$ cat src/rtl/wes_pkg.sv
// Shared constants, types and register codes for the wave equation stencil step.
`default_nettype none

package wes_pkg;

   // Field widths
   localparam int DATA_W       = 32;
   localparam int GRID_W       = 6;
   localparam int COEF_W       = 18;
   localparam int CSR_IDX_W    = 2;
   localparam int CSR_DATA_W   = 18;

   // Grid limits and register reset values
   localparam int MAX_GRID_DEF = 64;
   localparam int GRID_MIN     = 2;
   localparam int GRID_MAX     = (1 << GRID_W) - 1;
   localparam int GRID_RESET   = 10;
   localparam int COEF_RESET   = 32768;

   // Arithmetic widths (Q16.16 data, Q2.16 coefficients)
   localparam int FRAC_BITS    = 16;
   localparam int LAP_W        = DATA_W + 3;
   localparam int BASE_W       = DATA_W + 2;
   localparam int PROD_W       = COEF_W + 1 + LAP_W;
   localparam int TERM_W       = PROD_W + 1;
   localparam int SUM_W        = TERM_W - FRAC_BITS + 1;
   localparam int ROUND_HALF   = 1 << (FRAC_BITS - 1);

   // Result queue
   localparam int SLOTS        = 4;
   localparam int SLOT_CNT_W   = 3;
   localparam int Q_DEPTH      = 16;
   localparam int Q_IDX_W      = 4;
   localparam int Q_CNT_W      = 5;

   // Window columns held in the cell chain
   localparam int WIN_COLS     = 2;

   typedef enum logic [CSR_IDX_W-1:0] {
      CSR_GRID_LAST  = 2'd0,
      CSR_COEF_X     = 2'd1,
      CSR_COEF_Y     = 2'd2,
      CSR_FIRST_STEP = 2'd3
   } wes_csr_type;

   // One window column: rows r-2, r-1, r of the current field, row r-1 of the previous
   typedef struct packed {
      logic [DATA_W-1:0] top;
      logic [DATA_W-1:0] mid;
      logic [DATA_W-1:0] bot;
      logic [DATA_W-1:0] prv;
   } wes_col_type;

   typedef struct packed {
      logic [DATA_W-1:0] value;
      logic [GRID_W-1:0] row;
      logic [GRID_W-1:0] col;
      logic              last;
   } wes_result_type;

   // All results caused by one item, packed from slot 0
   typedef struct packed {
      logic [SLOT_CNT_W-1:0]       count;
      wes_result_type [SLOTS-1:0]  slot;
   } wes_bundle_type;

   // Operands handed to the arithmetic pipeline
   typedef struct packed {
      logic signed [LAP_W-1:0]  lap_x;
      logic signed [LAP_W-1:0]  lap_y;
      logic signed [BASE_W-1:0] base;
      logic                     interior;
      wes_bundle_type           bundle;
   } wes_op_type;

endpackage

`default_nettype wire

$ cat src/rtl/wes_line.sv
// One line buffer: single write port, registered read port.
`default_nettype none

module wes_line
   import wes_pkg::*;
#(
   parameter int DEPTH = MAX_GRID_DEF,
   parameter int AW    = $clog2(MAX_GRID_DEF)
) (
   input  wire logic              clock,
   input  wire logic              wr_en,
   input  wire logic [AW-1:0]     wr_addr,
   input  wire logic [DATA_W-1:0] wr_data,
   input  wire logic [AW-1:0]     rd_addr,
   output      logic [DATA_W-1:0] rd_data
);

   logic [DATA_W-1:0] mem [DEPTH];
   logic [DATA_W-1:0] rd_data_ff;

   // Write and registered read
   always_ff @(posedge clock) begin
      if (wr_en) begin
         mem[wr_addr] <= wr_data;
      end
      rd_data_ff <= mem[rd_addr];
   end

   assign rd_data = rd_data_ff;

endmodule

`default_nettype wire

$ cat config.mk
export PLATFORM = sky130hd
export DESIGN_NAME = wes_line
export DESIGN_NICKNAME = d
export VERILOG_FILES = /design/src/rtl/wes_pkg.sv /design/src/rtl/wes_line.sv
export SDC_FILE = /design/constraint.sdc
export NUM_CORES = 2
export LEC_CHECK = 0
export BUFFER_PORTS_ARGS = -buffer_cell sky130_fd_sc_hd__clkbuf_2
export CORE_AREA = 8 8 570 572
export CTS_CLUSTER_SIZE = 12
export DETAILED_ROUTE_END_ITERATION = 8
export DIE_AREA = 0 0 578 580
export GPL_TIMING_DRIVEN = 0
export PLACE_DENSITY = 0.4
export SLEW_MARGIN = 10
export SYNTH_ARGS = -nofsm -noshare
export SYNTH_HDL_FRONTEND = slang
export SYNTH_SLANG_ARGS = --single-unit
$ cat constraint.sdc
create_clock -name clock -period 3.4 [get_ports clock]
set_clock_uncertainty 0.15 [all_clocks]
set_input_delay 0.34 -clock clock [delete_from_list [all_inputs] [get_ports clock]]
set_output_delay 0.34 -clock clock [all_outputs]
set_load 0.01 [all_outputs]
==> impl_metrics.csv <==
group,metric,value,unit
outcome,outcome,"finished with violations",
outcome,violations,"negative setup slack",
logic_synthesis,synthTopCellsByArea,"edfxtp_1, mux4_2, mux2i_1",
sta,tightest_slew,1430,ps
setup_path,crit_arrival,4000,ps
sta,finalCriticalPeriod,3510,ps
route,routed_wl,279,mm
grt,track_usage,16.2,%
setup_path,path_buf_inv,4,
sta,hold_viol_final,0,
setup_path,worst_r2r_endpoint,"rd_data[9]",
finish,drive_above_1_share,32.1,%
sta,period_share,103,%
setup_path,critical_path_required,3890,ps
finish,syn_to_final_growth,21.6,%
sta,finalSetupViolCount,6,
route,drc_errors,0,
placed_design,port_buffers,69,
grt,grt_max_degree,65,
setup_path,endpoint_kind,"flop",
finish,num-nets-final,3846,
setup_path,crit_end,"rd_data[5]",
clock_network,cts_inserted_buffers,231,
placed_design,dp_hpwl,186,mm
logic_synthesis,syn-cell-area,78500,um2
power,leakage,29.2,nW
finish,final_area,95500,um2
setup_path,timing.critical_path.slowest_stage_cell,"a21oi_1",
logic_synthesis,yosysTopAreaCellShare,78.3,%
power,p_per_area,583,nW/um2
logic_synthesis,yosys_warnings,0,
setup_path,critPathTopFamily,"buffers and inverters",
clock_network,cts_tree,"yes",
logic_synthesis,yosys_most_used_dff,"edfxtp_1",
setup_path,cp.depth,9,
clock_network,cts_sinks,2080,
route,routed_via_density,4.75,
floorplan,ios,78,
route,first_pass_iters,5,
route,wl_per_cell,34.1,um
route,ant_nets,0,
logic_synthesis,avgSynthCellArea,23.6,um2
floorplan,die_width,578,um
clock_network,h-tree-depth,4,
setup_path,crit_type,"in -> reg",
floorplan,initial_core_util,24.8,%
power,vdd_drop_max,413,uV
logic_synthesis,synth_common_cells,"edfxtp_1, mux4_2, nor2_1, mux2i_1, o22ai_1",
logic_synthesis,ys_seq_area_share,79.1,%
setup_path,path_max_fanout,10,
clock_network,path_clk_slew,60,ps
floorplan,die-area,335000,um2
logic_synthesis,synth.distinct_cells,34,
route,vias,38780,
floorplan,die_h,580,um
sta,fmax,0.285,GHz
setup_path,critPathLaunchType,"primary input",
sta,rsz0062_at_grt,"no",
sta,setup_slack,-115,ps
setup_path,cpPeakStageDelay,650,ps
logic_synthesis,ys_seq_elements,2080,
placed_design,placed_area,88000,um2
min_path,holdPathStages,1,
grt,antenna_found_initial,26,
logic_synthesis,synth_top_cell_by_area,"edfxtp_1",
grt,grt_pass1_vias,39429,
grt,grt_first_pass_wirelength,370,mm
floorplan,rows,207,
logic_synthesis,yosys.cell_count.top_type,"edfxtp_1",
sta,relSlewSlack,4.94,%
route,drt_iter0_drc,4385,
logic_synthesis,synth-edff-count,2048,
setup_path,rrSetupSlack,420,ps
clock_network,root_buffer,"clkbuf_16",
floorplan,core_area,316000,um2
job,drv_cap,0,
placed_design,gp_congestion,0.796,
grt,grt-ovfl-total,0,
setup_path,reg2reg_depth,4,
logic_synthesis,netlist_instances,3324,
sta,report.final.slew_viol_count,0,
setup_path,r2r-start,"mem[28][9]",
min_path,min-delay-path-class,"in -> reg",
setup_path,worstSetupStartpoint,"rd_addr[1]",
logic_synthesis,syn_nets,3370,
clock_network,clockBufferDepth,4,
setup_path,cp_cell_sequence,"buf_2 > buf_2 > buf_4 > nand2b_1 > buf_1 > o22ai_1 > nor2_1 > a21oi_1 > nor2_1",
logic_synthesis,async_reset_ff_share,0,%
sta,fin_setup_tns,-286,ps
clock_network,clock_latency,920,ps
[flip-flops by register name (all words and copies together), names as in the netlist]
name     count
mem       2048
rd_data     32
[power by group]
group	total, W	leakage, nW	internal [W]	switching [W]
Combinational	0.00337	7.11	0.00107	0.00230
Clock	0.0239	3.43	0.0136	0.0102
Sequential	0.0284	18.7	0.0284	0.0000516
Total	0.0557	29.2	0.0431	0.0126
[cell usage in the layout (no fill, tap or decap), types with 62 or more instances in the layout]
master / synthesis / routed
edfxtp_1: 2048 / 2048
mux4_2: 544 / 544
clkbuf_16: 0 / 232
clkbuf_1: 74 / 104
buf_12: 0 / 94
mux2i_1: 93 / 93
o22ai_1: 84 / 81
clkbuf_2: 0 / 69
nor2_1: 137 / 67
buf_2: 57 / 62
nor2_4: 0 / 62
[stage by stage]
step	instances	total power, W	worst slack (ps)	hold slack (ps)	utilization, %
global placement	7573	0.0322	-3040	582	26.6
CTS	8153	0.0563	1.03	33.0	30.2
detailed placement	7722	0.0324	-1660	459	27.8
floorplan	3324	0.0304	258	289	-
global route	8157	0.0572	2.73	94.4	30.2
finish	8166	0.0557	-115	68.5	30.2
[metal layers]
layer  part of all wire (%)  vias to the layer above  GRT usage [%]
met5                      0                        -              0
met4                    3.0                        0           4.46
met3                    5.5                      370           2.43
met2                     49                     1385           27.1
met1                     43                    21719           22.0
li1                       -                    15306              -
[logic make-up (layout without fill, tap and decap cells)]
family / Yosys count / after routing / share of synthesized area (%)
simple gates: 223 / 223 / 1.27
buf+inv: 182 / 834 / 1.13
flops: 2080 / 2080 / 79.1
compound gates: 202 / 202 / 1.67
mux: 637 / 637 / 16.8
other cells: 0 / 10 / 0
[layout make-up]
type | instances | area (um2)
plain buffers | 179 | 948
clock buffers | 301 | 6120
well taps | 4180 | 5230
flip-flops and latches | 2080 | 62100
diodes | 10 | 25.0
repair buffers | 246 | 4020
fillers | 30319 | 221000
clock inverters | 108 | 910
multi-input cells | 1062 | 16100
[how the worst min path moves through the flow]
stage | startpoint | end | slack, ps
final | wr_data[1] | mem[43][1] | 70
after global placement | rd_data[23] | rd_data[23] | 580
after floorplan | wr_data[0] | mem[0][0] | 290
after global routing | wr_data[1] | mem[43][1] | 90
after CTS | wr_data[1] | mem[43][1] | 30
after detailed placement | wr_data[0] | mem[43][0] | 460
[repair_timing]
item,CTS,global route
endpoints found under the hold margin,657,128
resized for setup,43,7
hold buffers,20,2
endpoints found under the setup margin,27,5
buffers inserted,5,0
Note: power is estimated with default switching activity, not from simulation.
