==> src/rtl/wes_pkg.sv <==
// Shared constants, types and register codes for the wave equation stencil step.
`default_nettype none

package wes_pkg;

   // Field widths
   localparam int DATA_W       = 32;
   localparam int GRID_W       = 6;
   localparam int COEF_W       = 18;
   localparam int CSR_IDX_W    = 2;
   localparam int CSR_DATA_W   = 18;

   // Grid limits and register reset values
   localparam int MAX_GRID_DEF = 64;
   localparam int GRID_MIN     = 2;
   localparam int GRID_MAX     = (1 << GRID_W) - 1;
   localparam int GRID_RESET   = 10;
   localparam int COEF_RESET   = 32768;

   // Arithmetic widths (Q16.16 data, Q2.16 coefficients)
   localparam int FRAC_BITS    = 16;
   localparam int LAP_W        = DATA_W + 3;
   localparam int BASE_W       = DATA_W + 2;
   localparam int PROD_W       = COEF_W + 1 + LAP_W;
   localparam int TERM_W       = PROD_W + 1;
   localparam int SUM_W        = TERM_W - FRAC_BITS + 1;
   localparam int ROUND_HALF   = 1 << (FRAC_BITS - 1);

   // Result queue
   localparam int SLOTS        = 4;
   localparam int SLOT_CNT_W   = 3;
   localparam int Q_DEPTH      = 16;
   localparam int Q_IDX_W      = 4;
   localparam int Q_CNT_W      = 5;

   // Window columns held in the cell chain
   localparam int WIN_COLS     = 2;

   typedef enum logic [CSR_IDX_W-1:0] {
      CSR_GRID_LAST  = 2'd0,
      CSR_COEF_X     = 2'd1,
      CSR_COEF_Y     = 2'd2,
      CSR_FIRST_STEP = 2'd3
   } wes_csr_type;

   // One window column: rows r-2, r-1, r of the current field, row r-1 of the previous
   typedef struct packed {
      logic [DATA_W-1:0] top;
      logic [DATA_W-1:0] mid;
      logic [DATA_W-1:0] bot;
      logic [DATA_W-1:0] prv;
   } wes_col_type;

   typedef struct packed {
      logic [DATA_W-1:0] value;
      logic [GRID_W-1:0] row;
      logic [GRID_W-1:0] col;
      logic              last;
   } wes_result_type;

   // All results caused by one item, packed from slot 0
   typedef struct packed {
      logic [SLOT_CNT_W-1:0]       count;
      wes_result_type [SLOTS-1:0]  slot;
   } wes_bundle_type;

   // Operands handed to the arithmetic pipeline
   typedef struct packed {
      logic signed [LAP_W-1:0]  lap_x;
      logic signed [LAP_W-1:0]  lap_y;
      logic signed [BASE_W-1:0] base;
      logic                     interior;
      wes_bundle_type           bundle;
   } wes_op_type;

endpackage

`default_nettype wire

==> src/rtl/wes_cell.sv <==
// Window cell: holds one stencil column and passes it to the next cell on each item.
`default_nettype none

module wes_cell
   import wes_pkg::*;
(
   input  wire logic        clock,
   input  wire logic        reset,
   input  wire logic        shift,
   input  wire wes_col_type load_col,
   output      wes_col_type held_col
);

   wes_col_type col_ff;

   always_ff @(posedge clock) begin
      if (reset) begin
         col_ff <= '0;
      end else if (shift) begin
         col_ff <= load_col;
      end
   end

   assign held_col = col_ff;

endmodule

`default_nettype wire

==> config.mk <==
export PLATFORM = sky130hd
export DESIGN_NAME = wes_cell
export DESIGN_NICKNAME = d
export VERILOG_FILES = /design/src/rtl/wes_pkg.sv /design/src/rtl/wes_cell.sv
export SDC_FILE = /design/constraint.sdc
export NUM_CORES = 1
export LEC_CHECK = 0
export ABC_AREA = 1
export BUFFER_PORTS_ARGS = -buffer_cell sky130_fd_sc_hd__buf_2
export CAP_MARGIN = 0
export CORE_UTILIZATION = 40
export DETAILED_ROUTE_END_ITERATION = 10
export PLACE_DENSITY = 0.7
export SYNTH_ARGS = -nofsm -noshare
export SYNTH_HDL_FRONTEND = slang
export SYNTH_SLANG_ARGS = --single-unit
export TNS_END_PERCENT = 20
==> constraint.sdc <==
create_clock -name clock -period 1.3 [get_ports clock]
set_clock_uncertainty 0.2 [all_clocks]
set_input_delay 0.26 -clock clock [delete_from_list [all_inputs] [get_ports clock]]
set_output_delay 0.26 -clock clock [all_outputs]
set_load 0.005 [all_outputs]
==> flow_summary.toml, run 1 <==
[die]
core_region_area_sq_mm = 0.01267
die_w_um = 116.1
num_io_pins = 259
floorplan.initialDensity = 0.4109
chipHeight_um = 116.1
core.rowCount = 41
die-area_sq_mm = 0.01348

[setup_path]
timing.critical_path.max_delay_family = "flip-flops"
crit_path_cell_trace = "buf_6"
cp_num_buf_inv = 1
crit_path_start_kind = "register"
worst-path-max-fanout = 2
worst_r2r_startpoint = "held_col[103]"
critical_path.slowest_cell = "sky130_fd_sc_hd__dfxtp_2"
worst_reg2reg_setup_slack_ns = 0.34
critPathMaxStageDelay_ns = 0.35
worst-path-stages = 1
worst-endpoint-arrival_ns = 0.86
worst-endpoint-required_ns = 0.84
setup.worst_path.end = "held_col[51]"
end_kind = "output port"
setup.worst_path.start = "held_col[51]"
timing.setup.critical_path_class = "reg -> out"
reg2reg_to = "held_col[103]"
ff2ff_path_depth = 3

[timing]
timing.final.crit_share = 1.019
setup_repair_after_global_routing_missed_its_margin = "true"
final-setup-viol-count = 37
finalHoldViolations = 0
slew_headroom = 0.8146
period_needed_ns = 1.325
final.setup.worst_slack_ns = -0.02471
measured_slew_at_the_worst_slew_check_pin_ns = 0.2781
final_max_slew_viol_count = 0
achievable-frequency_ghz = 0.7549

[detailed_routing]
drt_drc_violations_left = 0
route.final.wire_length_um = 18380
post_drt_wl_per_cell_um = 13.32
drt_first_iter_violations = 400
ant_nets = 0
detailedRoute.firstPassIterationCount = 5
viasPerCell = 4.434
route.vias.total = 6119

[place]
place_congestion = 0.7444
number_of_port_buffers = 258
placed_area_sq_mm = 0.006705
detailed_placement_hpwl_um = 8991

[global_route]
grt_pass1_wl_um = 25230
first_global_vias = 5686
grt_overflow_total = 0
antenna_found_initial = 0
maximum_number_of_pins_on_one_net_before_global_route_repair = 64
grt_util_all_layers = 0.2412

[synth]
post_synth_instance_area_sq_mm = 0.005206
postSynthCellCount = 811
post_synthesis_net_count = 942
distinct_cell_type_count_of_the_synthesized_netlist = 6
synth_seq_area_share = 0.4922
synth_area_per_cell_sq_um = 6.420
synthesized_flop_and_latch_total = 128
yosysWarningCount = 0

[clock_network]
cts_buffers = 17
clock_path_buffers = 2
clock_transition_at_the_registers_of_the_reported_paths_ns = 0.06
cts_htree_levels = 4
clock_tree.root_cell = "sky130_fd_sc_hd__clkbuf_16"
clock_tree_from_tritoncts = "built"
cts_num_sinks = 128
clkLatencyLatePin_ns = 0.40

[power]
combPwrFrac = 0.172
internal-power_mw = 8.511
power_leakage_nw = 5.195
power.density_cell_area_mw_per_mm2 = 1189
clockPowerShare = 0.429
vdd_drop_max_uv = 736.0
switching_share = 0.2376
total_switching_power_mw = 2.653
seq_power_share = 0.399

[layout]
seqCellArea_sq_mm = 0.002723
fin_util = 0.7408
design_area_sq_mm = 0.009387
largest_register_ffs = 128
final_cell_mix = "sky130_fd_sc_hd__nor2_1 (256), sky130_fd_sc_hd__nand2_1 (256), sky130_fd_sc_hd__buf_2 (158)"
areaGrowthSynthToFinish_pct = 80.29
nets = 1327
fraction_of_layout_cells_with_a_size_suffix_above_1 = 0.3601
n_antenna_cell = 0
final.fill_count = 833
multi_input_area_sq_mm = 0.001922

[status]
failed_checks = "negative setup slack"
outcome = "finished, violations left"

[min_path]
min-delay-path-class = "in -> reg"

[job]
max-cap-violations = 0
[worst min-delay path by stage]
stage	startpoint	end	slack, ns	cells after the start
global route	shift	held_col[75]	0.05	3
detailed placement	held_col[23]	held_col[23]	0.26	2
CTS	shift	held_col[75]	0.03	3
finish	shift	held_col[75]	0.04	3
floorplan	load_col[0]	held_col[0]	0.25	4
global placement	held_col[99]	held_col[99]	0.25	2
[cell usage after synthesis]
| library cell | count | area (sq um) |
|---|---|---|
| sky130_fd_sc_hd__nand2_1 | 256 | 960.9 |
| sky130_fd_sc_hd__nor2_1 | 256 | 960.9 |
| sky130_fd_sc_hd__inv_1 | 129 | 484.2 |
| sky130_fd_sc_hd__dfxtp_1 | 128 | 2562 |
| sky130_fd_sc_hd__buf_2 | 31 | 155.2 |
| sky130_fd_sc_hd__buf_4 | 11 | 82.58 |
[power by group through the flow]
stage               sequential, mW  combinational [mW]  clock, mW
floorplan                     4.44               0.638          0
global placement              4.40                1.27          0
detailed placement            4.41                1.28          0
CTS                           4.41                1.69       4.84
global route                  4.49                2.10       5.04
finish                        4.46                1.92       4.79
[layer usage]
metal | up-vias | part of all wire | global-route usage
met2 | 272 | 0.51 | 0.4401
met3 | 72 | 0.070 | 0.07008
met1 | 2717 | 0.37 | 0.2421
met5 | - | 0 | 0
met4 | 0 | 0.048 | 0.1462
li1 | 3058 | - | -
[kinds of logic (layout without fill, tap and decap cells)]
family / Yosys count / after routing / share of synthesized area
and+or+nand+nor: 512 / 512 / 0.3691
buffers and inverters: 171 / 568 / 0.1387
DFF: 128 / 128 / 0.4922
[metrics by stage]
stage	instances	setup WS [ns]	setup TNS (ns)	total power, mW	hold WS, ns
finish	1380	-0.02471	-0.2944	11.16	0.04142
global route	1380	-0.06355	-3.428	11.63	0.04976
CTS	1376	-0.02767	-1.965	10.93	0.02757
detailed placement	1217	0.02395	0	5.692	0.2588
global placement	1217	0.06637	0	5.673	0.2505
floorplan	811	0.2607	0	5.081	0.2482
[repair_timing]
item,4_1_cts,5_1_grt
buffers inserted,0,4
hold endpoints to repair,128,0
setup endpoints to repair,128,128
resized for setup,173,54
hold buffers,128,0
[final cells by class]
type,count,area share
Sequential cell,128,0.2901
Clock buffer,25,0.05172
Clock inverter,6,0.01120
Timing Repair Buffer,408,0.3676
Tap cell,172,0.02293
Inverter,129,0.05172
Multi-Input combinational cell,512,0.2047
Power figures use the tool's default switching activity.
==> run 2, diff against run 1 <==
--- a/config.mk
+++ b/config.mk
@@ -5,12 +5,12 @@
 export SDC_FILE = /design/constraint.sdc
 export NUM_CORES = 1
 export LEC_CHECK = 0
-export ABC_AREA = 1
 export BUFFER_PORTS_ARGS = -buffer_cell sky130_fd_sc_hd__buf_2
 export CAP_MARGIN = 0
-export CORE_UTILIZATION = 40
+export CORE_UTILIZATION = 35
 export DETAILED_ROUTE_END_ITERATION = 10
-export PLACE_DENSITY = 0.7
+export MAX_ROUTING_LAYER = met4
+export PLACE_DENSITY = 0.65
 export SYNTH_ARGS = -nofsm -noshare
 export SYNTH_HDL_FRONTEND = slang
 export SYNTH_SLANG_ARGS = --single-unit
==> run 2 against run 1 <==
Compared with the run above:
- die area up 2.1%
- non-clock buffer count up 22
- the flow still finishes with violations (negative setup slack)
- via count down 23%
- routed wire length down 9.8%
- sequential share of layout area up 1.7 points
- setup slack worse by 0.0050 ns
==> flow_summary.toml, run 2 <==
[layout]
areaGrowthSynthToFinish_pct = 90.77
nets = 964
final.fill_count = 802
n_antenna_cell = 0
layout_commonest_cell = "sky130_fd_sc_hd__buf_2"
final_cell_mix = "sky130_fd_sc_hd__buf_2 (171), sky130_fd_sc_hd__dlygate4sd3_1 (129), sky130_fd_sc_hd__mux2i_1 (128), sky130_fd_sc_hd__nor2_1 (128), sky130_fd_sc_hd__dfxtp_2 (128)"
fin_util = 0.6948
fraction_of_layout_cells_with_a_size_suffix_above_1 = 0.5403
largest_register_ffs = 128

[setup_path]
worst-endpoint-arrival_ns = 0.87
crit_path_cell_trace = "buf_2"
timing.setup.critical_path_class = "reg -> out"
critPathMaxStageDelay_ns = 0.34
worst_r2r_startpoint = "held_col[39]"
ff2ff_path_depth = 3
worst-endpoint-required_ns = 0.84
worst-path-max-fanout = 2
reg2reg_to = "held_col[39]"
end_kind = "output port"
critical_path.slowest_cell = "sky130_fd_sc_hd__dfxtp_2"
timing.critical_path.max_delay_family = "flip-flops"
worst_reg2reg_setup_slack_ns = 0.26
cp_num_buf_inv = 1
crit_path_start_kind = "register"

[clock_network]
clkLatencyLatePin_ns = 0.40
clock_transition_at_the_registers_of_the_reported_paths_ns = 0.06
clock_tree_from_tritoncts = "built"
clock_path_buffers = 2
cts_buffers = 17
clock_tree.root_cell = "sky130_fd_sc_hd__clkbuf_16"
cts_num_sinks = 128
cts_htree_levels = 4

[synth]
synth-edff-count = 0
postSynthCellCount = 412
synthArstFlopShare = 0
post_synthesis_net_count = 543
synth-main-ff-cell = "sky130_fd_sc_hd__dfxtp_1"
synthesized_flop_and_latch_total = 128
synth_area_per_cell_sq_um = 11.29
distinct_cell_type_count_of_the_synthesized_netlist = 7
post_synth_main_area_contributors = "sky130_fd_sc_hd__dfxtp_1 (55%), sky130_fd_sc_hd__mux2i_1 (28%), sky130_fd_sc_hd__nor2_1 (10%)"
post_synth_instance_area_sq_mm = 0.004652
synth_commonest_cells = "sky130_fd_sc_hd__dfxtp_1 (128), sky130_fd_sc_hd__mux2i_1 (128), sky130_fd_sc_hd__nor2_1 (128), sky130_fd_sc_hd__buf_12 (13), sky130_fd_sc_hd__clkbuf_1 (11)"
synth_seq_area_share = 0.5508
netlist.top_cell.by_area = "sky130_fd_sc_hd__dfxtp_1"
netlist.area_leader.share = 0.5508
yosysWarningCount = 0

[die]
core.rowCount = 41
num_io_pins = 259
core_region_area_sq_mm = 0.01277
floorplan.initialDensity = 0.3642
die_w_um = 117.3
die-area_sq_mm = 0.01376
chipHeight_um = 117.3

[global_route]
first_global_vias = 4626
maximum_number_of_pins_on_one_net_before_global_route_repair = 60
grt_util_all_layers = 0.2145
grt_overflow_total = 0
grt_pass1_wl_um = 21540
antenna_found_initial = 0

[timing]
slew_headroom = 0.8300
timing.final.crit_share = 1.023
period_needed_ns = 1.330
final-setup-viol-count = 21
achievable-frequency_ghz = 0.7521
setup_repair_after_global_routing_missed_its_margin = "true"
measured_slew_at_the_worst_slew_check_pin_ns = 0.2479
final_max_slew_viol_count = 0
finalHoldViolations = 0
final.setup.worst_slack_ns = -0.02969

[detailed_routing]
ant_nets = 0
viasPerCell = 4.658
post_drt_wl_per_cell_um = 16.31
drt_first_iter_violations = 219
detailedRoute.firstPassIterationCount = 4
drt_drc_violations_left = 0
route.vias.total = 4733
route.final.wire_length_um = 16570

[min_path]
hold_start = "shift"
hold-path-cell-count = 4
hold_path_end = "held_col[110]"
min-delay-path-class = "in -> reg"

[place]
number_of_port_buffers = 258
dp_slack_ns = -0.001862
detailed_placement_hpwl_um = 8666
place_congestion = 0.7634

[status]
failed_checks = "negative setup slack"
outcome = "finished, violations left"

[job]
max-cap-violations = 0

[power]
power.density_cell_area_mw_per_mm2 = 1201
power_leakage_nw = 4.437
vdd_drop_max_uv = 760.3
run 2: changes by cell type in the layout (fill, tap and decap cells not counted), sizes merged:
cell         delta
buf            +19
bufinv          -1
clkinv          +1
dlygate4sd3     +1
inv           -128
mux2i         +128
nand2         -256
nor2          -128
run 2: cell type report:
| cell class | count | area, sq um | area share |
|---|---|---|---|
| clock buffer | 23 | 478.0 | 0.05386 |
| tap | 172 | 215.2 | 0.02425 |
| sequential | 128 | 2723 | 0.3068 |
| timing repair buffer | 430 | 3612 | 0.4070 |
| clock inverter | 7 | 85.08 | 0.009587 |
| multi-input combinational | 256 | 1762 | 0.1985 |
run 2: worst max-delay path by stage:
stage / from / endpoint / cells past startpoint / slack [ns]
2_1_floorplan: reset / held_col[106] / 3 / 0.20
3_3_place_gp: shift / held_col[2] / 5 / 0.04
3_5_place_dp: shift / held_col[39] / 5 / -0.002
4_1_cts: held_col[39] / held_col[39] / 1 / -0.03
5_1_grt: held_col[112] / held_col[112] / 1 / -0.07
6_report: held_col[112] / held_col[112] / 1 / -0.03
run 2: logic make-up after synthesis:
group,count (synthesis),share of synthesized area
DFF,128,0.5508
buffers and inverters,28,0.07047
muxes,128,0.2754
and+or+nand+nor,128,0.1033
run 2: repair_timing:
item | CTS | global route
setup endpoints to repair | 128 | 246
buffers inserted | 3 | 5
hold buffers | 129 | 0
endpoints found under the hold margin | 128 | 0
gates resized for setup | 160 | 56
gates cloned | 0 | 2
pin swaps | 0 | 0
run 2: metrics by stage:
stage	hold WS [ns]	TNS (ns)	power [mW]	instance area (sq um)	instances
after floorplan	0.2072	0	4.925	4652	412
after global placement	0.2674	0	5.439	6200	847
after detailed placement	0.2744	-0.001862	5.476	6200	847
after CTS	0.08940	-1.860	10.46	8447	1009
after global routing	0.1169	-3.597	11.05	8875	1016
final	0.1098	-0.1704	10.66	8875	1016
run 2: metal layers:
metal,vias up,part of all wire,track usage
met5,-,0,-
met4,0,0.033,0.1131
met3,44,0.080,0.06231
met2,244,0.51,0.3882
met1,2234,0.37,0.2058
li1,2211,-,-
run 2: power by group:
part | total (mW) | leakage, nW | switching [mW] | internal (mW)
clock network | 4.57 | 0.282 | 1.63 | 2.94
logic | 1.71 | 3.05 | 0.632 | 1.07
registers | 4.38 | 1.10 | 0.167 | 4.21
total | 10.7 | 4.44 | 2.43 | 8.22
==> run 3, diff against run 2 <==
--- a/config.mk
+++ b/config.mk
@@ -10,7 +10,9 @@
 export CORE_UTILIZATION = 35
 export DETAILED_ROUTE_END_ITERATION = 10
 export MAX_ROUTING_LAYER = met4
-export PLACE_DENSITY = 0.65
+export PLACE_DENSITY = 0.67
+export RECOVER_POWER = 50
+export SKIP_CTS_REPAIR_TIMING = 1
 export SYNTH_ARGS = -nofsm -noshare
 export SYNTH_HDL_FRONTEND = slang
 export SYNTH_SLANG_ARGS = --single-unit
==> constraint.sdc (replaced) <==
create_clock -name clock -period 1.1 [get_ports clock]
set_clock_uncertainty 0.2 [all_clocks]
set_input_delay 0.22 -clock clock [delete_from_list [all_inputs] [get_ports clock]]
set_output_delay 0.22 -clock clock [all_outputs]
set_load 0.005 [all_outputs]
==> run 3 against run 2 <==
Compared with the run above:
- the run still ends with negative setup slack left
- final cell count down 2.3%
- setup slack worse by 0.14 ns
- power up 14%
- combinational power up 8%
- cell area down 4.2%
- first-iteration DRC count down 21%
- clock power up 13%
- hold slack worse by 0.077 ns
- largest power group is now sequential cells
==> flow_summary.toml, run 3 (synthesized netlist as in run 2, its figures left out) <==
[status]
outcome = "finished, violations left"
failed_checks = "negative setup slack"

[setup_path]
worst_reg2reg_setup_slack_ns = 0.16
worst-path-max-fanout = 2
ff2ff_path_depth = 3
reg2reg_to = "held_col[62]"
crit_path_cell_trace = "buf_2"
critical_path.slowest_cell = "sky130_fd_sc_hd__dfxtp_2"
critPathMaxStageDelay_ns = 0.34
cp_num_buf_inv = 1
timing.setup.critical_path_class = "reg -> out"
worst-endpoint-arrival_ns = 0.85
end_kind = "output port"
crit_path_start_kind = "register"
timing.critical_path.max_delay_family = "flip-flops"
worst-endpoint-required_ns = 0.68
worst_r2r_startpoint = "held_col[62]"

[min_path]
hold-path-cell-count = 3
hold_start = "reset"
min-delay-path-class = "in -> reg"
hold_path_end = "held_col[0]"

[die]
core.rowCount = 41
chipHeight_um = 117.3
die-area_sq_mm = 0.01376
num_io_pins = 259
die_w_um = 117.3
floorplan.initialDensity = 0.3642
core_region_area_sq_mm = 0.01277

[layout]
layout_commonest_cell = "sky130_fd_sc_hd__buf_2"
final-instance-count-excl-fill = 993
n_antenna_cell = 0
nets = 939
areaGrowthSynthToFinish_pct = 82.84
fraction_of_layout_cells_with_a_size_suffix_above_1 = 0.5298
final_cell_mix = "sky130_fd_sc_hd__buf_2 (179), sky130_fd_sc_hd__mux2i_1 (128), sky130_fd_sc_hd__nor2_1 (128), sky130_fd_sc_hd__dfxtp_2 (128), sky130_fd_sc_hd__dlygate4sd3_1 (128)"
largest_register_ffs = 128

[power]
power.density_cell_area_mw_per_mm2 = 1432
power_leakage_nw = 4.243
p_total_mw = 12.18
vdd_drop_max_uv = 946.7

[detailed_routing]
post_drt_wl_per_cell_um = 15.35
viasPerCell = 4.508
drt_first_iter_violations = 172
ant_nets = 0
detailedRoute.firstPassIterationCount = 4
drt_drc_violations_left = 0
route.vias.total = 4476
route.final.wire_length_um = 15240

[clock_network]
clkLatencyLatePin_ns = 0.40
cts_num_sinks = 128
cts_htree_levels = 4
clock_tree.root_cell = "sky130_fd_sc_hd__clkbuf_16"
clock_tree_from_tritoncts = "built"
clock_transition_at_the_registers_of_the_reported_paths_ns = 0.06
clock_path_buffers = 2
cts_buffers = 17

[place]
detailed_placement_hpwl_um = 8138
dp_slack_ns = -0.1827
dpl.cell_count = 830
place_congestion = 0.7362
number_of_port_buffers = 258

[timing]
final-setup-viol-count = 128
period_needed_ns = 1.274
finalHoldViolations = 0
achievable-frequency_ghz = 0.7848
final_max_slew_viol_count = 0
timing.setup.tns_ns = -19.52
measured_slew_at_the_worst_slew_check_pin_ns = 0.2845
timing.final.crit_share = 1.158
slew_headroom = 0.8104
setup_repair_after_global_routing_missed_its_margin = "true"
final.setup.worst_slack_ns = -0.1742

[global_route]
grt_util_all_layers = 0.1574
maximum_number_of_pins_on_one_net_before_global_route_repair = 65
first_global_vias = 3386
grt_pass1_wl_um = 15840
antenna_found_initial = 0
grt_overflow_total = 0

[job]
max-cap-violations = 0
## run 3: cell types whose count changed in the layout (fill, tap and decap cells not counted), sizes merged
cell	previous run	this run
clkinvlp	0	4
buf	299	277
clkinv	5	6
bufinv	2	1
dlygate4sd3	129	128
clkbuf	25	21
## run 3: cell type report
| type | instances | area [sq um] |
|---|---|---|
| Clock buffer | 21 | 460.4 |
| Clock inverter | 11 | 90.09 |
| Fill cell | 896 | 4268 |
| Multi-Input combinational cell | 256 | 1762 |
| Sequential cell | 128 | 2723 |
| Tap cell | 172 | 215.2 |
| Timing Repair Buffer | 405 | 3256 |
## run 3: worst max path at each step
stage / start / endpoint / slack (ns) / cells after the start
3_3_place_gp: shift / held_col[105] / -0.15 / 4
2_1_floorplan: reset / held_col[106] / 0.04 / 3
3_5_place_dp: shift / held_col[78] / -0.18 / 4
6_report: held_col[108] / held_col[108] / -0.17 / 1
5_1_grt: held_col[114] / held_col[114] / -0.22 / 1
4_1_cts: held_col[66] / held_col[66] / -0.23 / 1
## run 3: routing by layer
layer  part of all wire  wire (um)  vias to the layer above  track usage
met5                  0          0                        -            -
met4              0.022        333                        0      0.07342
met3              0.067       1019                       27      0.05201
met2               0.52       7931                      198       0.2545
met1               0.39       5958                     2085       0.1756
li1                   -          -                     2166            -
## run 3: metrics by stage
| stage | utilization | hold slack [ns] | area [sq um] |
|---|---|---|---|
| floorplan | - | 0.1672 | 4652 |
| global placement | 0.4705 | 0.2520 | 6010 |
| detailed placement | 0.4705 | 0.2618 | 6010 |
| CTS | 0.5136 | -0.1690 | 6560 |
| global route | 0.6659 | 0.02704 | 8506 |
| finish | 0.6659 | 0.03260 | 8506 |
## run 3: where the power goes
part           internal (mW)  total (mW)  switching [mW]
clock network           3.20        5.17            1.97
logic                   1.15        1.84           0.691
registers               4.98        5.17           0.193
## run 3: worst min-delay path: stages
cell and delay [ns]:
sky130_fd_sc_hd__buf_4 0.12, sky130_fd_sc_hd__buf_4 0.19, sky130_fd_sc_hd__nor2_1 0.06
